===== src/rtl/core/kwm_pkg.sv =====
`timescale 1ns / 1ps
// ----------------------------------------------------------------------------
// kwm_pkg
// Shared types and fixed field widths of the k-way sorted merge core.
// ----------------------------------------------------------------------------
package kwm_pkg;

   localparam int ID_BITS   = 3;
   localparam int DATA_BITS = 32;

   typedef enum logic [2:0] {
      ST_LOAD,
      ST_SCAN,
      ST_CMP,
      ST_EMIT,
      ST_EMPTY
   } kwm_state_type;

   typedef struct packed {
      logic signed [DATA_BITS-1:0] merged_value;
      logic                        valid_res;
      logic                        last;
      logic                        overflow;
   } kwm_rsp_type;

endpackage


===== src/rtl/core/kwm_req_if.sv =====
`timescale 1ns / 1ps
// ----------------------------------------------------------------------------
// kwm_req_if
// Request channel: one list element or end-of-set marker per request.
// ----------------------------------------------------------------------------
interface kwm_req_if
   import kwm_pkg::*;
();
   logic                        valid;
   logic                        ready;
   logic [ID_BITS-1:0]          list_id;
   logic signed [DATA_BITS-1:0] value;
   logic                        has_value;
   logic                        end_of_set;

   modport source (output valid, output list_id, output value, output has_value,
                   output end_of_set, input ready);
   modport sink   (input valid, input list_id, input value, input has_value,
                   input end_of_set, output ready);
endinterface


===== src/rtl/core/kwm_rsp_if.sv =====
`timescale 1ns / 1ps
// ----------------------------------------------------------------------------
// kwm_rsp_if
// Response channel: one merged element per response.
// ----------------------------------------------------------------------------
interface kwm_rsp_if
   import kwm_pkg::*;
();
   logic                        valid;
   logic                        ready;
   logic signed [DATA_BITS-1:0] merged_value;
   logic                        valid_res;
   logic                        last;
   logic                        overflow;

   modport source (output valid, output merged_value, output valid_res, output last,
                   output overflow, input ready);
   modport sink   (input valid, input merged_value, input valid_res, input last,
                   input overflow, output ready);
endinterface


===== src/rtl/core/kwm_store.sv =====
`timescale 1ns / 1ps
// ----------------------------------------------------------------------------
// kwm_store
// Element memory: one write port, one read port with registered read data.
// ----------------------------------------------------------------------------
module kwm_store #(
   parameter int DEPTH = 64,
   parameter int WIDTH = 32
) (
   input  logic                     clock,
   input  logic                     wr_en,
   input  logic [$clog2(DEPTH)-1:0] wr_addr,
   input  logic [WIDTH-1:0]         wr_data,
   input  logic                     rd_en,
   input  logic [$clog2(DEPTH)-1:0] rd_addr,
   output logic [WIDTH-1:0]         rd_data
);

   logic [WIDTH-1:0] mem [DEPTH];

   always_ff @(posedge clock) begin
      if (wr_en) begin
         mem[wr_addr] <= wr_data;
      end
   end

   always_ff @(posedge clock) begin
      if (rd_en) begin
         rd_data <= mem[rd_addr];
      end
   end

endmodule


===== src/rtl/core/kwm_out_reg.sv =====
`timescale 1ns / 1ps
// ----------------------------------------------------------------------------
// kwm_out_reg
// Response register: holds one merged element until the sink takes it.
// ----------------------------------------------------------------------------
module kwm_out_reg
   import kwm_pkg::*;
(
   input  logic        clock,
   input  logic        reset,
   input  logic        push,
   input  kwm_rsp_type item,
   output logic        free,
   kwm_rsp_if.source   rsp_chan
);

   logic        valid_ff;
   logic        valid_in;
   kwm_rsp_type item_ff;

   assign free     = !valid_ff || rsp_chan.ready;
   assign valid_in = push || (valid_ff && !rsp_chan.ready);

   always_ff @(posedge clock) begin
      if (reset) begin
         valid_ff <= 1'b0;
      end else begin
         valid_ff <= valid_in;
      end
   end

   always_ff @(posedge clock) begin
      if (push) begin
         item_ff <= item;
      end
   end

   assign rsp_chan.valid        = valid_ff;
   assign rsp_chan.merged_value = item_ff.merged_value;
   assign rsp_chan.valid_res    = item_ff.valid_res;
   assign rsp_chan.last         = item_ff.last;
   assign rsp_chan.overflow     = item_ff.overflow;

endmodule


===== src/rtl/core/k_way_sorted_merge_core.sv =====
`timescale 1ns / 1ps
// ----------------------------------------------------------------------------
// k_way_sorted_merge_core
// Collects up to LISTS sorted lists and emits all elements merged in order.
// ----------------------------------------------------------------------------
// Requests are taken while loading; each with a value appends its element to
// the named list in the element memory. A request with end_of_set starts the
// merge: every merged element is found by a scan of all list heads through
// the single read port of the element memory, one head per cycle. An empty
// set yields one response with valid_res low. Equal heads go out highest
// list first. Elements beyond PER_LIST per list, or for a list number of
// LISTS or more, are dropped and raise overflow. No requests are taken
// during the merge; the store is empty again after the response marked
// last is produced.
module k_way_sorted_merge_core
   import kwm_pkg::*;
#(
   parameter int LISTS      = 8,
   parameter int PER_LIST   = 8,
   parameter int VALUE_BITS = 32
) (
   input  logic      clock,
   input  logic      reset,
   kwm_req_if.sink   req_chan,
   kwm_rsp_if.source rsp_chan
);

   localparam int DEPTH  = LISTS * PER_LIST;
   localparam int ADDR_W = $clog2(DEPTH);
   localparam int LID_W  = $clog2(LISTS);
   localparam int POS_W  = $clog2(PER_LIST + 1);
   localparam int TOT_W  = $clog2(DEPTH + 1);

   kwm_state_type state_ff, state_in;

   logic [POS_W-1:0]      cnt_ff [LISTS];
   logic [POS_W-1:0]      pos_ff [LISTS];
   logic                  drop_ff;
   logic [TOT_W-1:0]      remain_ff;
   logic [LID_W-1:0]      issue_ff;
   logic                  cand_v_ff;
   logic [LID_W-1:0]      cand_idx_ff;
   logic                  best_v_ff;
   logic [LID_W-1:0]      best_idx_ff;
   logic [VALUE_BITS-1:0] best_val_ff;

   logic [LID_W-1:0]      req_lid;
   logic [LID_W-1:0]      tbl_idx;
   logic [POS_W-1:0]      tbl_cnt;
   logic [POS_W-1:0]      tbl_pos;
   logic                  id_ok;
   logic                  room;
   logic                  accept;
   logic                  store;
   logic                  drop_now;
   logic                  take;
   logic                  is_last;

   logic                  mem_rd_en;
   logic [ADDR_W-1:0]     mem_wr_addr;
   logic [ADDR_W-1:0]     mem_rd_addr;
   logic [VALUE_BITS-1:0] mem_wr_data;
   logic [VALUE_BITS-1:0] mem_rd_data;

   logic                  req_ready;
   logic                  out_free;
   logic                  push;
   logic                  emit;
   logic                  finish;
   kwm_rsp_type           rsp_item;

   assign req_lid  = LID_W'(req_chan.list_id);
   assign tbl_idx  = (state_ff == ST_LOAD) ? req_lid : issue_ff;
   assign tbl_cnt  = cnt_ff[tbl_idx];
   assign tbl_pos  = pos_ff[tbl_idx];
   assign id_ok    = 5'(req_chan.list_id) < 5'(LISTS);
   assign room     = tbl_cnt != POS_W'(PER_LIST);
   assign req_ready = state_ff == ST_LOAD;
   assign accept   = req_chan.valid && req_ready;
   assign store    = accept && req_chan.has_value && id_ok && room;
   assign drop_now = accept && req_chan.has_value && !(id_ok && room);
   assign is_last  = remain_ff == TOT_W'(1);

   assign take = cand_v_ff &&
                 (!best_v_ff || ($signed(mem_rd_data) <= $signed(best_val_ff)));

   assign mem_wr_addr = ADDR_W'(tbl_idx) * ADDR_W'(PER_LIST) + ADDR_W'(tbl_cnt);
   assign mem_rd_addr = ADDR_W'(tbl_idx) * ADDR_W'(PER_LIST) + ADDR_W'(tbl_pos);
   assign mem_wr_data = VALUE_BITS'(req_chan.value);

   assign req_chan.ready = req_ready;

   kwm_store #(
      .DEPTH (DEPTH),
      .WIDTH (VALUE_BITS)
   ) u_store (
      .clock   (clock),
      .wr_en   (store),
      .wr_addr (mem_wr_addr),
      .wr_data (mem_wr_data),
      .rd_en   (mem_rd_en),
      .rd_addr (mem_rd_addr),
      .rd_data (mem_rd_data)
   );

   kwm_out_reg u_out (
      .clock    (clock),
      .reset    (reset),
      .push     (push),
      .item     (rsp_item),
      .free     (out_free),
      .rsp_chan (rsp_chan)
   );

   always_ff @(posedge clock) begin
      if (reset) begin
         state_ff <= ST_LOAD;
      end else begin
         state_ff <= state_in;
      end
   end

   always_comb begin
      state_in  = state_ff;
      mem_rd_en = 1'b0;
      push      = 1'b0;
      emit      = 1'b0;
      finish    = 1'b0;
      rsp_item  = '0;
      unique case (state_ff)
         ST_LOAD: begin
            if (accept && req_chan.end_of_set) begin
               if (remain_ff == '0 && !store) begin
                  state_in = ST_EMPTY;
               end else begin
                  state_in = ST_SCAN;
               end
            end
         end
         ST_SCAN: begin
            mem_rd_en = 1'b1;
            if (issue_ff == LID_W'(LISTS - 1)) begin
               state_in = ST_CMP;
            end
         end
         ST_CMP: begin
            state_in = ST_EMIT;
         end
         ST_EMIT: begin
            rsp_item.merged_value = DATA_BITS'($unsigned(best_val_ff));
            rsp_item.valid_res    = 1'b1;
            rsp_item.last         = is_last;
            rsp_item.overflow     = drop_ff;
            if (out_free) begin
               push = 1'b1;
               emit = 1'b1;
               if (is_last) begin
                  finish   = 1'b1;
                  state_in = ST_LOAD;
               end else begin
                  state_in = ST_SCAN;
               end
            end
         end
         ST_EMPTY: begin
            rsp_item.last     = 1'b1;
            rsp_item.overflow = drop_ff;
            if (out_free) begin
               push     = 1'b1;
               finish   = 1'b1;
               state_in = ST_LOAD;
            end
         end
         default: begin
            state_in = ST_LOAD;
         end
      endcase
   end

   always_ff @(posedge clock) begin
      if (reset) begin
         for (int l = 0; l < LISTS; l++) begin
            cnt_ff[l] <= '0;
            pos_ff[l] <= '0;
         end
         drop_ff   <= 1'b0;
         remain_ff <= '0;
         issue_ff  <= '0;
         cand_v_ff <= 1'b0;
         best_v_ff <= 1'b0;
      end else begin
         if (store) begin
            cnt_ff[req_lid] <= tbl_cnt + POS_W'(1);
            remain_ff       <= remain_ff + TOT_W'(1);
         end
         if (drop_now) begin
            drop_ff <= 1'b1;
         end

         cand_v_ff <= (state_ff == ST_SCAN) && (tbl_pos < tbl_cnt);
         if (state_ff == ST_SCAN) begin
            issue_ff <= issue_ff + LID_W'(1);
         end
         if (take) begin
            best_v_ff <= 1'b1;
         end

         if (emit) begin
            best_v_ff <= 1'b0;
            issue_ff  <= '0;
         end
         if (finish) begin
            for (int l = 0; l < LISTS; l++) begin
               cnt_ff[l] <= '0;
               pos_ff[l] <= '0;
            end
            drop_ff   <= 1'b0;
            remain_ff <= '0;
         end else if (emit) begin
            pos_ff[best_idx_ff] <= pos_ff[best_idx_ff] + POS_W'(1);
            remain_ff           <= remain_ff - TOT_W'(1);
         end
      end
   end

   always_ff @(posedge clock) begin
      cand_idx_ff <= issue_ff;
      if (take) begin
         best_idx_ff <= cand_idx_ff;
         best_val_ff <= mem_rd_data;
      end
   end

endmodule


===== src/flat_wrapper.sv =====
// flat-port wrapper written by rule: the top's interface ports become plain ports
module k_way_sorted_merge_core_flat import kwm_pkg::*;
#(
   parameter int LISTS      = 8,
   parameter int PER_LIST   = 8,
   parameter int VALUE_BITS = 32
)
  (clock, reset, req_chan_valid, req_chan_list_id, req_chan_value, req_chan_has_value, req_chan_end_of_set, req_chan_ready, rsp_chan_valid, rsp_chan_merged_value, rsp_chan_valid_res, rsp_chan_last, rsp_chan_overflow, rsp_chan_ready);
  kwm_req_if req_chan_i ();
  kwm_rsp_if rsp_chan_i ();
  input  logic clock;
  input  logic reset;
  input wire logic [$bits(req_chan_i.valid)-1:0] req_chan_valid;
  input wire logic [$bits(req_chan_i.list_id)-1:0] req_chan_list_id;
  input wire logic [$bits(req_chan_i.value)-1:0] req_chan_value;
  input wire logic [$bits(req_chan_i.has_value)-1:0] req_chan_has_value;
  input wire logic [$bits(req_chan_i.end_of_set)-1:0] req_chan_end_of_set;
  output wire logic [$bits(req_chan_i.ready)-1:0] req_chan_ready;
  output wire logic [$bits(rsp_chan_i.valid)-1:0] rsp_chan_valid;
  output wire logic [$bits(rsp_chan_i.merged_value)-1:0] rsp_chan_merged_value;
  output wire logic [$bits(rsp_chan_i.valid_res)-1:0] rsp_chan_valid_res;
  output wire logic [$bits(rsp_chan_i.last)-1:0] rsp_chan_last;
  output wire logic [$bits(rsp_chan_i.overflow)-1:0] rsp_chan_overflow;
  input wire logic [$bits(rsp_chan_i.ready)-1:0] rsp_chan_ready;
  assign req_chan_i.valid = req_chan_valid;
  assign req_chan_i.list_id = req_chan_list_id;
  assign req_chan_i.value = req_chan_value;
  assign req_chan_i.has_value = req_chan_has_value;
  assign req_chan_i.end_of_set = req_chan_end_of_set;
  assign req_chan_ready = req_chan_i.ready;
  assign rsp_chan_valid = rsp_chan_i.valid;
  assign rsp_chan_merged_value = rsp_chan_i.merged_value;
  assign rsp_chan_valid_res = rsp_chan_i.valid_res;
  assign rsp_chan_last = rsp_chan_i.last;
  assign rsp_chan_overflow = rsp_chan_i.overflow;
  assign rsp_chan_i.ready = rsp_chan_ready;
  k_way_sorted_merge_core #(.LISTS(LISTS), .PER_LIST(PER_LIST), .VALUE_BITS(VALUE_BITS)) u_core (.clock(clock), .reset(reset), .req_chan(req_chan_i), .rsp_chan(rsp_chan_i));
endmodule

===== config.mk =====
export PLATFORM = sky130hd
export DESIGN_NAME = k_way_sorted_merge_core_flat
export DESIGN_NICKNAME = d
export VERILOG_FILES = /design/src/rtl/core/kwm_pkg.sv /design/src/rtl/core/kwm_req_if.sv /design/src/rtl/core/kwm_rsp_if.sv /design/src/rtl/core/kwm_store.sv /design/src/rtl/core/kwm_out_reg.sv /design/src/rtl/core/k_way_sorted_merge_core.sv /design/src/flat_wrapper.sv
export SDC_FILE = /design/constraint.sdc
export NUM_CORES = 2
export LEC_CHECK = 0
export BUFFER_PORTS_ARGS = -buffer_cell sky130_fd_sc_hd__buf_2
export CAP_MARGIN = 20
export CORE_ASPECT_RATIO = 1.2
export CORE_MARGIN = 1.5
export CORE_UTILIZATION = 35
export DETAILED_ROUTE_END_ITERATION = 16
export PLACE_DENSITY = 0.56
export SYNTH_ARGS = -nofsm -noshare
export SYNTH_HDL_FRONTEND = slang
export SYNTH_SLANG_ARGS = --single-unit

===== constraint.sdc =====
create_clock -name clock -period 5.7 [get_ports clock]
set_input_delay 1.14 -clock clock [delete_from_list [all_inputs] [get_ports clock]]
set_output_delay 1.14 -clock clock [all_outputs]
set_load 0.02 [all_outputs]

==> impl_metrics.env <==
export IMPL_peakVddDrop_v=0.0003106
export IMPL_cts_made_buffers=212
export IMPL_fin_tns_setup_ns=0
export IMPL_power_frac_comb_pct=16.9
export IMPL_drive_gt1_share_pct=13.35
export IMPL_cts_buffer_depth=4
export IMPL_synth_distinct_cells=59
export IMPL_post_synth_cell_area_avg_um2=14.18
export IMPL_cp_num_cells=17
export IMPL_design_core_area_mm2=0.2500
export IMPL_dp_hpwl_um=149800
export IMPL_crit_path_cell_trace="or3_1, inv_1, a21oi_1, inv_1, nand3_1, nand3_1, nand2_1, ha_1, ha_1, xnor2_2, buf_4, buf_12, buf_4, nand3_1, a311oi_1, o22ai_1, a311o_1"
export IMPL_reg2reg_depth=17
export IMPL_seqPwrFrac_pct=47.7
export IMPL_finalHoldViolCount=0
export IMPL_grt_usage_pct=19.22
export IMPL_cp_end_kind="register"
export IMPL_cp_required_ns=6.31
export IMPL_synthArstFlopShare_pct=0
export IMPL_drc_errors=0
export IMPL_drtIter0Drc=5818
export IMPL_slowest_delay_ns=0.49
export IMPL_path_max_fanout=48
export IMPL_syn_cell_area_mm2=0.08806
export IMPL_drv_slew=0
export IMPL_cts_root_buffer="clkbuf_16"
export IMPL_synth_warnings=0
export IMPL_p_int_mw=27.96
export IMPL_worst_pin_slew_ns=1.095
export IMPL_swShare_pct=27.50
export IMPL_hold_start="u_core.cand_idx_ff[2]$_DFF_P_"
export IMPL_rows=201
export IMPL_clk_pin_slew_ns=0.07
export IMPL_hold_path_endpoint="u_core.best_idx_ff[2]$_DFFE_PP_"
export IMPL_grt_start_max_net_pins=91
export IMPL_drt_pre_antenna_iters=6
export IMPL_cts_htree_levels=4
export IMPL_finalSetupViolations=0
export IMPL_syn_nets=6300
export IMPL_start_kind="register"
export IMPL_cap_violations=0
export IMPL_grt_pass1_vias=52460
export IMPL_clkPwrFrac_pct=35.4
export IMPL_ys_seq_area_share_pct=76.02
export IMPL_r2r_end="u_core.u_store.rd_data[0]$_DFFE_PP_"
export IMPL_place_inst=9599
export IMPL_postCtsSetupBuffers=0
export IMPL_ys_ff_latch=2237
export IMPL_postSynthCellCount=6211
export IMPL_holdPathStages=0
export IMPL_synth_edf_count=2214
export IMPL_p_sw_mw=10.61
export IMPL_power_density_mw_per_mm2=377.2
export IMPL_cp_slowest_cell="a311oi_1"
export IMPL_place_congestion=0.8417
export IMPL_numPortBuffers=77
export IMPL_final_cells=9997
export IMPL_vias=53760
export IMPL_period_share_pct=91.97
export IMPL_p_leak_nw=33.96
export IMPL_critical_path_class="reg -> reg"
export IMPL_period_needed_ns=5.242
export IMPL_clock_latency_ns=0.87
export IMPL_dieArea_mm2=0.2546
export IMPL_rsz0062_at_grt="no"
export IMPL_critPathTopFamily="buffers and inverters"
export IMPL_wirelength_um=250200
export IMPL_clock_skew_ns=0.04123
export IMPL_r2r_start="u_core.state_ff[2]$_SDFFE_PP0P_"
export IMPL_vias_per_cell=5.378
export IMPL_cts_tree="done"
export IMPL_overflow=0
export IMPL_path_common_cell="nand3_1"
export IMPL_layout_nets=6559
export IMPL_cts_resized=0
export IMPL_hold_class="reg -> reg"
export IMPL_postRouteAntennaNets=0
export IMPL_synth_flop_cell="edfxtp_1"
export IMPL_fill_cells=22850
export IMPL_ios=78
export IMPL_area_delta_synth_final_pct=16.11
export IMPL_rrSetupSlack_ns=0.46
export IMPL_cts_sinks=2237
export IMPL_die_w_um=460.9
export IMPL_hold_buffers=0
export IMPL_max_freq_mhz=190.8
export IMPL_relSlewSlack_pct=26.99
export IMPL_antenna_found_initial=19
export IMPL_cp_arrival_ns=5.85
export IMPL_cp_num_buf_inv=5
export IMPL_status="completed"
export IMPL_wl_per_cell_um=25.02
export IMPL_initial_core_util_pct=35.23
export IMPL_grt_pass1_wl_um=364800
export IMPL_die_h_um=552.5
==> cell usage after synthesis (all sizes together) (54+ instances only) <==
master  instances  area (µm²)
and3           71       444.2
buf           132       665.6
nor3           75       375.4
a31oi         163        1020
nand3         384        1922
nand4         112       700.7
a311oi         99       867.1
mux4           74        1667
edfxtp       2214       66480
inv            54       202.7
a21oi         204        1021
nor2          161       606.8
o21ai          76       380.4
clkbuf        251       942.2
nand2        1685        6325
mux2i         109        1091
==> layout make-up <==
class,instances,area [µm²],area share [%]
Clock inverter,128,1077,1.054
Timing Repair Buffer,428,4457,4.359
Inverter,54,202.7,0.1982
Multi-Input combinational cell,3537,19870,19.43
Tap cell,3349,4190,4.098
Sequential cell,2237,66940,65.48
Antenna cell,13,32.53,0.03182
Clock buffer,251,5473,5.353
==> cells in the final DEF, fill, tap and decap left out, drive strengths merged, types with 4 or more instances in the layout <==
| cell type | synthesis | layout |
|---|---|---|
| clkbuf | 251 | 251 |
| edfxtp | 2214 | 2214 |
| ha | 48 | 48 |
| buf | 132 | 428 |
| a22o | 31 | 31 |
| a21oi | 204 | 204 |
| a211oi | 39 | 39 |
| a311o | 31 | 31 |
| a22oi | 4 | 4 |
| clkinv | 0 | 100 |
| a311oi | 99 | 99 |
| nor3 | 75 | 75 |
| diode | 0 | 13 |
| and3 | 71 | 71 |
| a21o | 11 | 11 |
| mux2i | 109 | 109 |
| nor2b | 9 | 9 |
| a31oi | 163 | 163 |
| dfxtp | 23 | 23 |
| o22ai | 33 | 33 |
| o2111ai | 5 | 5 |
| bufinv | 0 | 16 |
| nand3b | 6 | 6 |
| mux4 | 74 | 74 |
| nor4 | 4 | 4 |
| a31o | 5 | 5 |
| nand4 | 112 | 112 |
| a32o | 32 | 32 |
| o21ai | 76 | 76 |
| nor2 | 161 | 161 |
| mux2 | 6 | 6 |
| clkinvlp | 0 | 8 |
| nand2 | 1685 | 1685 |
| nand2b | 8 | 8 |
| nand3 | 384 | 384 |
| inv | 54 | 58 |
| a211o | 4 | 4 |
| xnor2 | 11 | 11 |
==> registers in the layout, indices dropped and copies added (netlist names), 3 cells and up, named ones only <==
name,cells
u_core.u_out.rsp_chan.merged_value,32
u_core.issue_ff,3
u_core.state_ff,3
u_core.cand_idx_ff,3
u_core.best_val_ff,32
u_core.remain_ff,7
u_core.best_idx_ff,3
u_core.u_store.rd_data,32
u_core.u_store.mem,2048
u_core.pos_ff,32
u_core.cnt_ff,32
==> cell families after synthesis <==
logic type / Yosys count / share of synthesized area, %
mux: 189 / 3.208
flops: 2237 / 76.02
simple gates: 2530 / 12.11
fa+ha+maj: 48 / 0.6820
compound gates: 756 / 5.782
xor+xnor: 14 / 0.1392
buf+inv: 437 / 2.056
==> layer usage <==
layer	vias up	global-route usage (%)	wire (µm)
li1	23830	-	-
met1	27680	25.16	102600
met2	1868	32.83	125000
met3	377	2.303	14420
met4	2	6.739	8205
met5	-	0	13
==> worst max path at each step <==
stage / start / to
after floorplan: req_chan_list_id[1] / u_core.u_store.mem[24][0]$_DFFE_PP_
after global routing: u_core.state_ff[2]$_SDFFE_PP0P_ / u_core.u_store.rd_data[0]$_DFFE_PP_
final: u_core.state_ff[2]$_SDFFE_PP0P_ / u_core.u_store.rd_data[0]$_DFFE_PP_
after CTS: u_core.state_ff[2]$_SDFFE_PP0P_ / u_core.u_store.rd_data[23]$_DFFE_PP_
after detailed placement: req_chan_list_id[1] / u_core.u_store.rd_data[23]$_DFFE_PP_
after global placement: req_chan_list_id[1] / u_core.u_store.rd_data[0]$_DFFE_PP_
==> power groups by stage <==
stage / Sequential (mW) / Clock (mW) / Combinational [mW]
floorplan: 18.7 / 0 / 3.58
CTS: 18.4 / 13.9 / 6.50
detailed placement: 18.8 / 0 / 6.47
global placement: 18.8 / 0 / 6.42
finish: 18.4 / 13.7 / 6.51
global route: 18.4 / 14.5 / 6.97
==> through the flow <==
step | hold slack (ns) | cell area, µm² | setup slack, ns | power [mW] | util (%)
finish | 0.4346 | 102200 | 0.4579 | 38.57 | 40.90
global route | 0.4363 | 102200 | 0.2114 | 39.84 | 40.90
CTS | 0.4317 | 102100 | 0.5448 | 38.80 | 40.83
detailed placement | 0.4153 | 95530 | 0.3124 | 25.23 | 38.21
global placement | 0.4108 | 95480 | 0.2672 | 25.18 | 38.19
floorplan | 0.3714 | 88060 | 0.08264 | 22.29 | -
(Power assumes the default switching activity.)
